### src/rtl/assert_macros.svh
// Assertion shorthands for the RTL.
`ifndef ASSERT_MACROS_SVH
`define ASSERT_MACROS_SVH

// Same-cycle implication, checked outside reset.
`define DEQ_ASSERT_NOW(label, clk, rst_n, ante, cons, msg) \
	label: assert property (@(posedge clk) disable iff (!rst_n) (ante) |-> (cons)) \
		else $error(msg);

// Next-cycle implication, checked outside reset.
`define DEQ_ASSERT_NEXT(label, clk, rst_n, ante, cons, msg) \
	label: assert property (@(posedge clk) disable iff (!rst_n) (ante) |=> (cons)) \
		else $error(msg);

`endif

### src/rtl/deq_pkg.sv
package deq_pkg;

	localparam int unsigned DATA_W = 32;

	// Operation codes of the kind field; the remaining codes only read.
	localparam logic [2:0] KIND_PUSH_FRONT = 3'd0;
	localparam logic [2:0] KIND_PUSH_REAR  = 3'd1;
	localparam logic [2:0] KIND_POP_FRONT  = 3'd2;
	localparam logic [2:0] KIND_POP_REAR   = 3'd3;
	localparam logic [2:0] KIND_READ       = 3'd4;

	// Reported for both ends when the queue is empty.
	localparam logic signed [DATA_W-1:0] EMPTY_VALUE = -32'sd1;

	typedef struct packed {
		logic [2:0]               kind;
		logic signed [DATA_W-1:0] item_value;
	} deq_in_t;

	typedef struct packed {
		logic signed [DATA_W-1:0] front_value;
		logic signed [DATA_W-1:0] rear_value;
		logic                     is_empty;
		logic                     underflow;
		logic                     overflow;
	} deq_out_t;

endpackage

### src/rtl/deq_mem.sv
module deq_mem import deq_pkg::*; #(
	parameter int DEPTH = 16,
	localparam int IW = (DEPTH > 1) ? $clog2(DEPTH) : 1
) (
	input  logic              clk,
	input  logic              wr_en,
	input  logic [IW-1:0]     wr_addr,
	input  logic [DATA_W-1:0] wr_data,
	input  logic              rd_en,
	input  logic [IW-1:0]     rd_addr,
	output logic [DATA_W-1:0] rd_data
);

	logic [DATA_W-1:0] mem_q [DEPTH];
	logic [DATA_W-1:0] rd_data_q;

	always_ff @(posedge clk) begin
		if (wr_en) begin
			mem_q[wr_addr] <= wr_data;
		end
	end

	// registered read; data holds until the next read
	always_ff @(posedge clk) begin
		if (rd_en) begin
			rd_data_q <= mem_q[rd_addr];
		end
	end

	assign rd_data = rd_data_q;

endmodule

### src/rtl/deq_ctrl.sv
module deq_ctrl import deq_pkg::*; #(
	parameter int DEPTH = 16,
	localparam int IW = (DEPTH > 1) ? $clog2(DEPTH) : 1
) (
	input  logic              clk,
	input  logic              arst_n,
	input  logic              in_valid,
	output logic              in_ready,
	input  deq_in_t           in_data,
	output logic              s1_valid,
	input  logic              s1_ready,
	output deq_out_t          s1_res,
	output logic              wr_en,
	output logic [IW-1:0]     wr_addr,
	output logic [DATA_W-1:0] wr_data,
	output logic              rd_en,
	output logic [IW-1:0]     rd_addr,
	input  logic [DATA_W-1:0] rd_data
);

	localparam int CW = $clog2(DEPTH + 1);
	localparam logic [IW-1:0] LAST = IW'(DEPTH - 1);
	localparam logic [CW-1:0] FULL = CW'(DEPTH);
	localparam logic [CW-1:0] ONE  = CW'(1);
	localparam logic [CW-1:0] TWO  = CW'(2);

	function automatic logic [IW-1:0] ring_next(input logic [IW-1:0] i);
		ring_next = (i == LAST) ? '0 : IW'(i + 1'b1);
	endfunction

	function automatic logic [IW-1:0] ring_prev(input logic [IW-1:0] i);
		ring_prev = (i == '0) ? LAST : IW'(i - 1'b1);
	endfunction

	logic [IW-1:0] head_q, head_d;
	logic [IW-1:0] tail_q, tail_d;
	logic [CW-1:0] cnt_q, cnt_d;
	logic          s1_valid_q;
	logic          in_fire, s1_fire;
	logic          is_full, is_none;

	// cached end values, meaningful while the queue holds items
	logic signed [DATA_W-1:0] front_q, rear_q;
	logic signed [DATA_W-1:0] nfront, nrear;
	logic                     rd_front, rd_rear, under, over;

	logic signed [DATA_W-1:0] nfront_s1, nrear_s1;
	logic                     rd_front_s1, rd_rear_s1, empty_s1, under_s1, over_s1;

	assign in_ready = !s1_valid_q;
	assign in_fire  = in_valid && in_ready;
	assign s1_fire  = s1_valid_q && s1_ready;
	assign s1_valid = s1_valid_q;
	assign is_full  = (cnt_q == FULL);
	assign is_none  = (cnt_q == '0);
	assign wr_data  = in_data.item_value;

	always_comb begin
		head_d   = head_q;
		tail_d   = tail_q;
		cnt_d    = cnt_q;
		wr_en    = 1'b0;
		wr_addr  = head_q;
		rd_en    = 1'b0;
		rd_addr  = head_q;
		nfront   = front_q;
		nrear    = rear_q;
		rd_front = 1'b0;
		rd_rear  = 1'b0;
		under    = 1'b0;
		over     = 1'b0;
		unique case (in_data.kind)
			KIND_PUSH_FRONT: begin
				if (is_full) begin
					over = 1'b1;
				end else begin
					head_d  = ring_prev(head_q);
					wr_en   = in_fire;
					wr_addr = ring_prev(head_q);
					cnt_d   = CW'(cnt_q + 1'b1);
					nfront  = in_data.item_value;
					if (is_none) nrear = in_data.item_value;
				end
			end
			KIND_PUSH_REAR: begin
				if (is_full) begin
					over = 1'b1;
				end else begin
					tail_d  = ring_next(tail_q);
					wr_en   = in_fire;
					wr_addr = tail_q;
					cnt_d   = CW'(cnt_q + 1'b1);
					nrear   = in_data.item_value;
					if (is_none) nfront = in_data.item_value;
				end
			end
			KIND_POP_FRONT: begin
				if (is_none) begin
					under = 1'b1;
				end else begin
					head_d = ring_next(head_q);
					cnt_d  = CW'(cnt_q - 1'b1);
					if (cnt_q == TWO) begin
						nfront = rear_q;
					end else if (cnt_q != ONE) begin
						rd_en    = in_fire;
						rd_addr  = ring_next(head_q);
						rd_front = 1'b1;
					end
				end
			end
			KIND_POP_REAR: begin
				if (is_none) begin
					under = 1'b1;
				end else begin
					tail_d = ring_prev(tail_q);
					cnt_d  = CW'(cnt_q - 1'b1);
					if (cnt_q == TWO) begin
						nrear = front_q;
					end else if (cnt_q != ONE) begin
						rd_en   = in_fire;
						rd_addr = ring_prev(ring_prev(tail_q));
						rd_rear = 1'b1;
					end
				end
			end
			default: begin
			end
		endcase
	end

	always_ff @(posedge clk or negedge arst_n) begin
		if (!arst_n) begin
			head_q     <= '0;
			tail_q     <= '0;
			cnt_q      <= '0;
			s1_valid_q <= 1'b0;
		end else begin
			if (in_fire) begin
				head_q     <= head_d;
				tail_q     <= tail_d;
				cnt_q      <= cnt_d;
				s1_valid_q <= 1'b1;
			end else if (s1_fire) begin
				s1_valid_q <= 1'b0;
			end
		end
	end

	always_ff @(posedge clk) begin
		if (in_fire) begin
			nfront_s1   <= nfront;
			nrear_s1    <= nrear;
			rd_front_s1 <= rd_front;
			rd_rear_s1  <= rd_rear;
			empty_s1    <= (cnt_d == '0);
			under_s1    <= under;
			over_s1     <= over;
		end
	end

	always_comb begin
		s1_res.front_value = empty_s1 ? EMPTY_VALUE :
			(rd_front_s1 ? $signed(rd_data) : nfront_s1);
		s1_res.rear_value  = empty_s1 ? EMPTY_VALUE :
			(rd_rear_s1 ? $signed(rd_data) : nrear_s1);
		s1_res.is_empty    = empty_s1;
		s1_res.underflow   = under_s1;
		s1_res.overflow    = over_s1;
	end

	// end-value cache follows each completed transfer out of s1
	always_ff @(posedge clk) begin
		if (s1_fire) begin
			front_q <= s1_res.front_value;
			rear_q  <= s1_res.rear_value;
		end
	end

endmodule

### src/rtl/double_ended_queue_unit.sv
// Double-ended queue of signed 32-bit items in a ring buffer of DEPTH entries.
// Each input transfer pushes at the front or rear, pops from either end, or
// only reads (kind codes 5 to 7 also only read); each gives exactly one
// result transfer carrying the front and rear items after the operation
// (-1 for both when empty), the empty flag, and underflow (pop on empty) or
// overflow (push on full, item dropped) - a failed operation changes nothing.
// The items sit in a single-port-write, single-port-read memory with a
// registered read; the two end values are also cached in registers,
// so only a pop that uncovers an older item reads the memory.
// An accepted item is held in the s1 stage, covering the memory read, and the
// next item is taken once s1 has passed its result to the output register;
// a stalled output holds s1 and with it the input. The result moves from s1
// into the output register. No clearing pass is needed after reset.
`include "assert_macros.svh"

module double_ended_queue_unit import deq_pkg::*; #(
	parameter int DEPTH = 16
) (
	input  logic     clk,
	input  logic     arst_n,
	input  logic     in_valid,
	output logic     in_ready,
	input  deq_in_t  in_data,
	output logic     out_valid,
	input  logic     out_ready,
	output deq_out_t out_data
);

	localparam int IW = (DEPTH > 1) ? $clog2(DEPTH) : 1;

	logic              s1_valid, s1_ready;
	deq_out_t          s1_res;
	logic              wr_en, rd_en;
	logic [IW-1:0]     wr_addr, rd_addr;
	logic [DATA_W-1:0] wr_data, rd_data;

	logic     out_valid_q;
	deq_out_t out_data_q;

	// pointers, fill count, s1 stage and end-value cache
	deq_ctrl #(.DEPTH(DEPTH)) u_ctrl (
		.clk      (clk),
		.arst_n   (arst_n),
		.in_valid (in_valid),
		.in_ready (in_ready),
		.in_data  (in_data),
		.s1_valid (s1_valid),
		.s1_ready (s1_ready),
		.s1_res   (s1_res),
		.wr_en    (wr_en),
		.wr_addr  (wr_addr),
		.wr_data  (wr_data),
		.rd_en    (rd_en),
		.rd_addr  (rd_addr),
		.rd_data  (rd_data)
	);

	// item storage
	deq_mem #(.DEPTH(DEPTH)) u_mem (
		.clk     (clk),
		.wr_en   (wr_en),
		.wr_addr (wr_addr),
		.wr_data (wr_data),
		.rd_en   (rd_en),
		.rd_addr (rd_addr),
		.rd_data (rd_data)
	);

	// output register: s1 may load it when empty or being drained
	assign s1_ready = !out_valid_q || out_ready;

	always_ff @(posedge clk or negedge arst_n) begin
		if (!arst_n) begin
			out_valid_q <= 1'b0;
		end else begin
			if (s1_valid && s1_ready) begin
				out_valid_q <= 1'b1;
			end else if (out_ready) begin
				out_valid_q <= 1'b0;
			end
		end
	end

	always_ff @(posedge clk) begin
		if (s1_valid && s1_ready) begin
			out_data_q <= s1_res;
		end
	end

	assign out_valid = out_valid_q;
	assign out_data  = out_data_q;

	// an accepted item always reaches s1 on the next edge
	`DEQ_ASSERT_NEXT(a_in_to_s1, clk, arst_n, in_valid && in_ready, s1_valid, "input transfer lost before s1")

	// empty result carries the marker value at both ends
	`DEQ_ASSERT_NOW(a_empty_marker, clk, arst_n, out_valid && out_data.is_empty, (out_data.front_value == EMPTY_VALUE) && (out_data.rear_value == EMPTY_VALUE), "empty result without marker values")

	// a single operation cannot both underflow and overflow
	`DEQ_ASSERT_NOW(a_flags_excl, clk, arst_n, out_valid, !(out_data.underflow && out_data.overflow), "underflow and overflow together")

	// a blocked s1 result is kept until it moves on
	`DEQ_ASSERT_NEXT(a_s1_hold, clk, arst_n, s1_valid && !s1_ready, s1_valid && !in_ready, "s1 result dropped while output stalled")

endmodule
### config.mk
export PLATFORM = sky130hd
export DESIGN_NAME = double_ended_queue_unit
export DESIGN_NICKNAME = d
export VERILOG_FILES = /design/src/rtl/deq_pkg.sv /design/src/rtl/deq_mem.sv /design/src/rtl/deq_ctrl.sv /design/src/rtl/double_ended_queue_unit.sv
export VERILOG_INCLUDE_DIRS = /design/src /design/src/rtl
export SDC_FILE = /design/constraint.sdc
export NUM_CORES = 1
export LEC_CHECK = 0
export BUFFER_PORTS_ARGS = -buffer_cell sky130_fd_sc_hd__buf_2
export CAP_MARGIN = 10
export CORE_MARGIN = 2
export CORE_UTILIZATION = 55
export DETAILED_ROUTE_END_ITERATION = 8
export PLACE_DENSITY_LB_ADDON = 0.08
export SYNTH_ARGS = -nofsm -noshare
export SYNTH_HDL_FRONTEND = slang
export SYNTH_SLANG_ARGS = --single-unit
export TNS_END_PERCENT = 20
### constraint.sdc
create_clock -name clk -period 8.6 [get_ports clk]
set_clock_uncertainty 0.15 [all_clocks]
set_input_delay 0 -clock clk [delete_from_list [all_inputs] [get_ports clk]]
set_output_delay 0 -clock clk [all_outputs]
set_load 0.02 [all_outputs]
==> key figures <==
Clock network
  • Clk_lat worst skew: 0.61 ns
  • Clock-pin slew on the worst setup and hold paths: ~0.06 ns
  • Worst-case clock buffer depth: 3
  • Clock Tree Root: clkbuf_16
  • Htree depth: 3
  • CTS tree: done
  • Clk sinks: roughly 700
  • Number of buffers created by CTS: 73
  • Setup bufs post-CTS: 0

Worst setup path
  • Maximum fanout along the worst path: 56
  • Crit Path Class: flip-flop to flip-flop
  • CP Data Required Time: slightly below 9 ns
  • Startpoint types: flip-flop
  • Reg2reg start: u_ctrl.cnt_q[0]
  • Crit. End Element: flip-flop
  • CP arrival: 4.60 ns
  • CP Launch Point: u_ctrl.cnt_q[0]

Pwr
  • Leak: between 10 and 15 nW
  • Peak VDD IR: around 0.28 mV
  • P per Cell Area: between 300 and 400 mW/mm2
  • Register share of total power: 39.7%
  • Clock network power share: 28.1%
  • Comb pwr share: 32.2%
  • Int Power: between 0.007 and 0.008 W
  • Sw power: roughly 0.0036 W
  • Net Sw Frac: between 30% and 40%

Routing
  • DR WL/cell: between 20 and 30 um
  • DR vias: between 20000 and 25000
  • DRT antenna net count: 0
  • Total Routed Length: between 80000 and 90000 um
  • Initial DRC count: around 1900
  • 1st-pass router iterations: 5
  • DRC viols: 0
  • Vias per Instance: 6.339

STA
  • Final Max Tran Viols: 0
  • Tmin final: between 4 and 5 ns
  • Setup TNS: 0 ns
  • Relative slew slack: around 16%
  • Final worst-path setup slack: around 4.2 ns
  • Worst Max-Slew Pin Slew: 1.258 ns
  • RSZ-0062 raised after global routing: false
  • Final Hold Viols: 0
  • Tcrit/Tclk final: 51.19%
  • Fmax: between 200 and 250 MHz
  • Final setup violation count: 0

Floorplan
  • Height of the chip: between 200 and 250 um
  • Initial core utilization: between 50% and 60%
  • Row cnt: just under 90
  • Die Footprint: 0.05854 mm2
  • Core area: between 0.05 and 0.06 mm2
  • Number of I/O pins: about 110
  • Die width: approximately 240 um

Yosys
  • Syn Area/Cell: approximately 13 um2
  • Sequential share of the synthesized area: between 60 and 70%
  • YS warnings: 0
  • Largest cells by area after synthesis: edfxtp_1, mux2i_1, a21oi_1
  • Netlist cell types: 61
  • Post-Syn Area: 0.03114 mm2
  • EDFF count, synth: 680
  • Yosys reg bits: 695
  • Post-synthesis cell count: 2308
  • Ys flop type: edfxtp_1
  • Top-area cell type share of the netlist area: approximately 66%
  • Syn_nets: 2362
  • Fraction of registers with async set/reset: ~2.2%
  • Largest area contributor in the synthesized netlist: edfxtp_1

Placed design
  • DP Area: 0.03240 mm2
  • Final GP Congestion: 0.8696
  • Hpwl dp: around 44000 um
  • Post-Place Worst Slack: 4.237 ns
  • Port-buffer cells: 107

Finish
  • Layout cell share with drive strength beyond 1: ~13%
  • Register area: 0.02079 mm2
  • Final instance area: 0.03506 mm2
  • P&R area growth vs syn: 12.59%
  • Nets: around 2500
  • Filler cells: 4269
  • Multi-input logic area: between 0.009 and 0.01 mm2

Global route
  • Largest net degree at the start of global routing: 99
  • All-Layer GR Usage: 28.24%
  • First-pass GRT wire length: between 100000 and 150000 um
  • Total gr overflow: 0
  • Initial antenna violation count: 1
  • Number of global-route vias before repair: about 20000

Outcome
  • Outcome: finished, final reports clean

Min path
  • Tightest Hold Check Type: primary input to flip-flop
  • Hold path start: out_ready

Flow run
  • MaxCap Viol Count: 0
repair_timing:
action                                 CTS  global route
resized for setup                        0             0
hold buffers                            41             0
setup endpoints to repair                0             0
endpoints found under the hold margin  584             0
state kept, by name, summed over array words and instances (netlist names), 3 cells and up:
register,count
u_mem.mem_q,512
u_ctrl.front_q,32
u_ctrl.nrear_s1,32
u_ctrl.rear_q,32
u_mem.rd_data,32
u_ctrl.cnt_q,5
u_ctrl.nfront_s1,32
u_ctrl.tail_q,4
u_ctrl.head_q,4
out_data,3
Yosys cell counts (15+ instances only):
master / instances
edfxtp_1: 680
mux2i_1: 275
nand2_1: 218
a21oi_1: 167
nor2_1: 143
clkbuf_1: 92
o22ai_1: 76
nor2b_1: 67
nor3_1: 66
a211o_1: 64
o21ai_0: 59
a2bb2oi_1: 42
o221ai_1: 41
buf_2: 35
o21ai_1: 30
buf_4: 23
o22a_1: 23
a21boi_0: 18
a22oi_1: 18
mux2_2: 16
dfrtp_1: 15
ha_1: 15
area by class of cell:
type,count,share of cell area [%]
Timing Repair Buffer,197,3.783
Clock buffer,91,5.521
Inverter,14,0.1499
Multi-Input combinational cell,1431,27.64
Sequential cell,695,59.31
Antenna cell,2,0.01427
Clock inverter,38,0.8850
Tap cell,756,2.698
power by group through the flow:
stage	clock [W]	sequential (W)	combinational [W]
floorplan	0	0.00425	0.00258
global placement	0	0.00427	0.00332
detailed placement	0	0.00428	0.00338
CTS	0.00304	0.00421	0.00341
global route	0.00317	0.00424	0.00370
finish	0.00299	0.00422	0.00343
per-layer routing:
layer  track usage [%]  routed length [um]  share of wire [%]  vias to the layer above
met2             45.43               39290                 47                      876
li1                  -                   -                  -                     9077
met3             4.331                6091                7.3                      175
met5                 0                   0                  0                        -
met1             39.77               36100                 43                    10308
met4             9.296                2070                2.5                        0
placed cells by master, fill, tap and decap left out, types with 59 or more instances in the layout:
master,Yosys,routed
nor2_1,143,126
nor2b_1,67,67
clkbuf_16,0,74
a21oi_1,167,166
o21ai_0,59,59
buf_2,35,107
nand2_1,218,213
a211o_1,64,64
o22ai_1,76,76
mux2i_1,275,274
edfxtp_1,680,680
nor3_1,66,64
worst max-delay path, stage by stage, from the launching register on:
cell and delay [ns]:
dfrtp_1 0.44, inv_1 0.14, ha_1 0.36, or3_4 0.46, a21oi_4 0.27, mux2i_4 0.28
buf_4 0.44, buf_4 0.83, mux2i_1 0.30, o22ai_1 0.13, nor3_1 0.25, nor2_1 0.07
through the flow:
stage / total power (W) / std cells / utilization, % / hold slack [ns]
after global routing: 0.01111 / 3223 / 62.42 / 0.1096
after detailed placement: 0.007659 / 3052 / 57.68 / -0.2069
after CTS: 0.01066 / 3222 / 62.41 / 0.05831
after global placement: 0.007590 / 3052 / 57.68 / -0.2141
after floorplan: 0.006830 / 2308 / - / -0.4456
final: 0.01064 / 3224 / 62.42 / 0.07545
path summary, 6_finish.rpt:
kind / slack (ns) / to / cells past startpoint
worst max-delay path: 4.20 / u_mem.rd_data[3] / 11
worst min-delay path: 0.08 / out_valid / 4
worst max register to register: 4.20 / u_mem.rd_data[3] / 11
worst min register to register: 0.28 / out_data[0] / 0
max in group asynchronous: 7.45 / u_ctrl.head_q[1] / 3
min in group asynchronous: 0.38 / u_ctrl.tail_q[3] / 3
cells by family after synthesis:
group / Yosys count / synth area share, %
buffers and inverters: 182 / 2.748
XOR/XNOR: 4 / 0.1125
multiplexers: 303 / 9.852
adder cells (fa/ha/maj): 15 / 0.6027
AND/OR/NAND/NOR: 546 / 7.911
AO/OA/AOI/OAI: 563 / 12.00
flip-flops: 695 / 66.78
No activity file was read; power rests on OpenSTA's default activity.
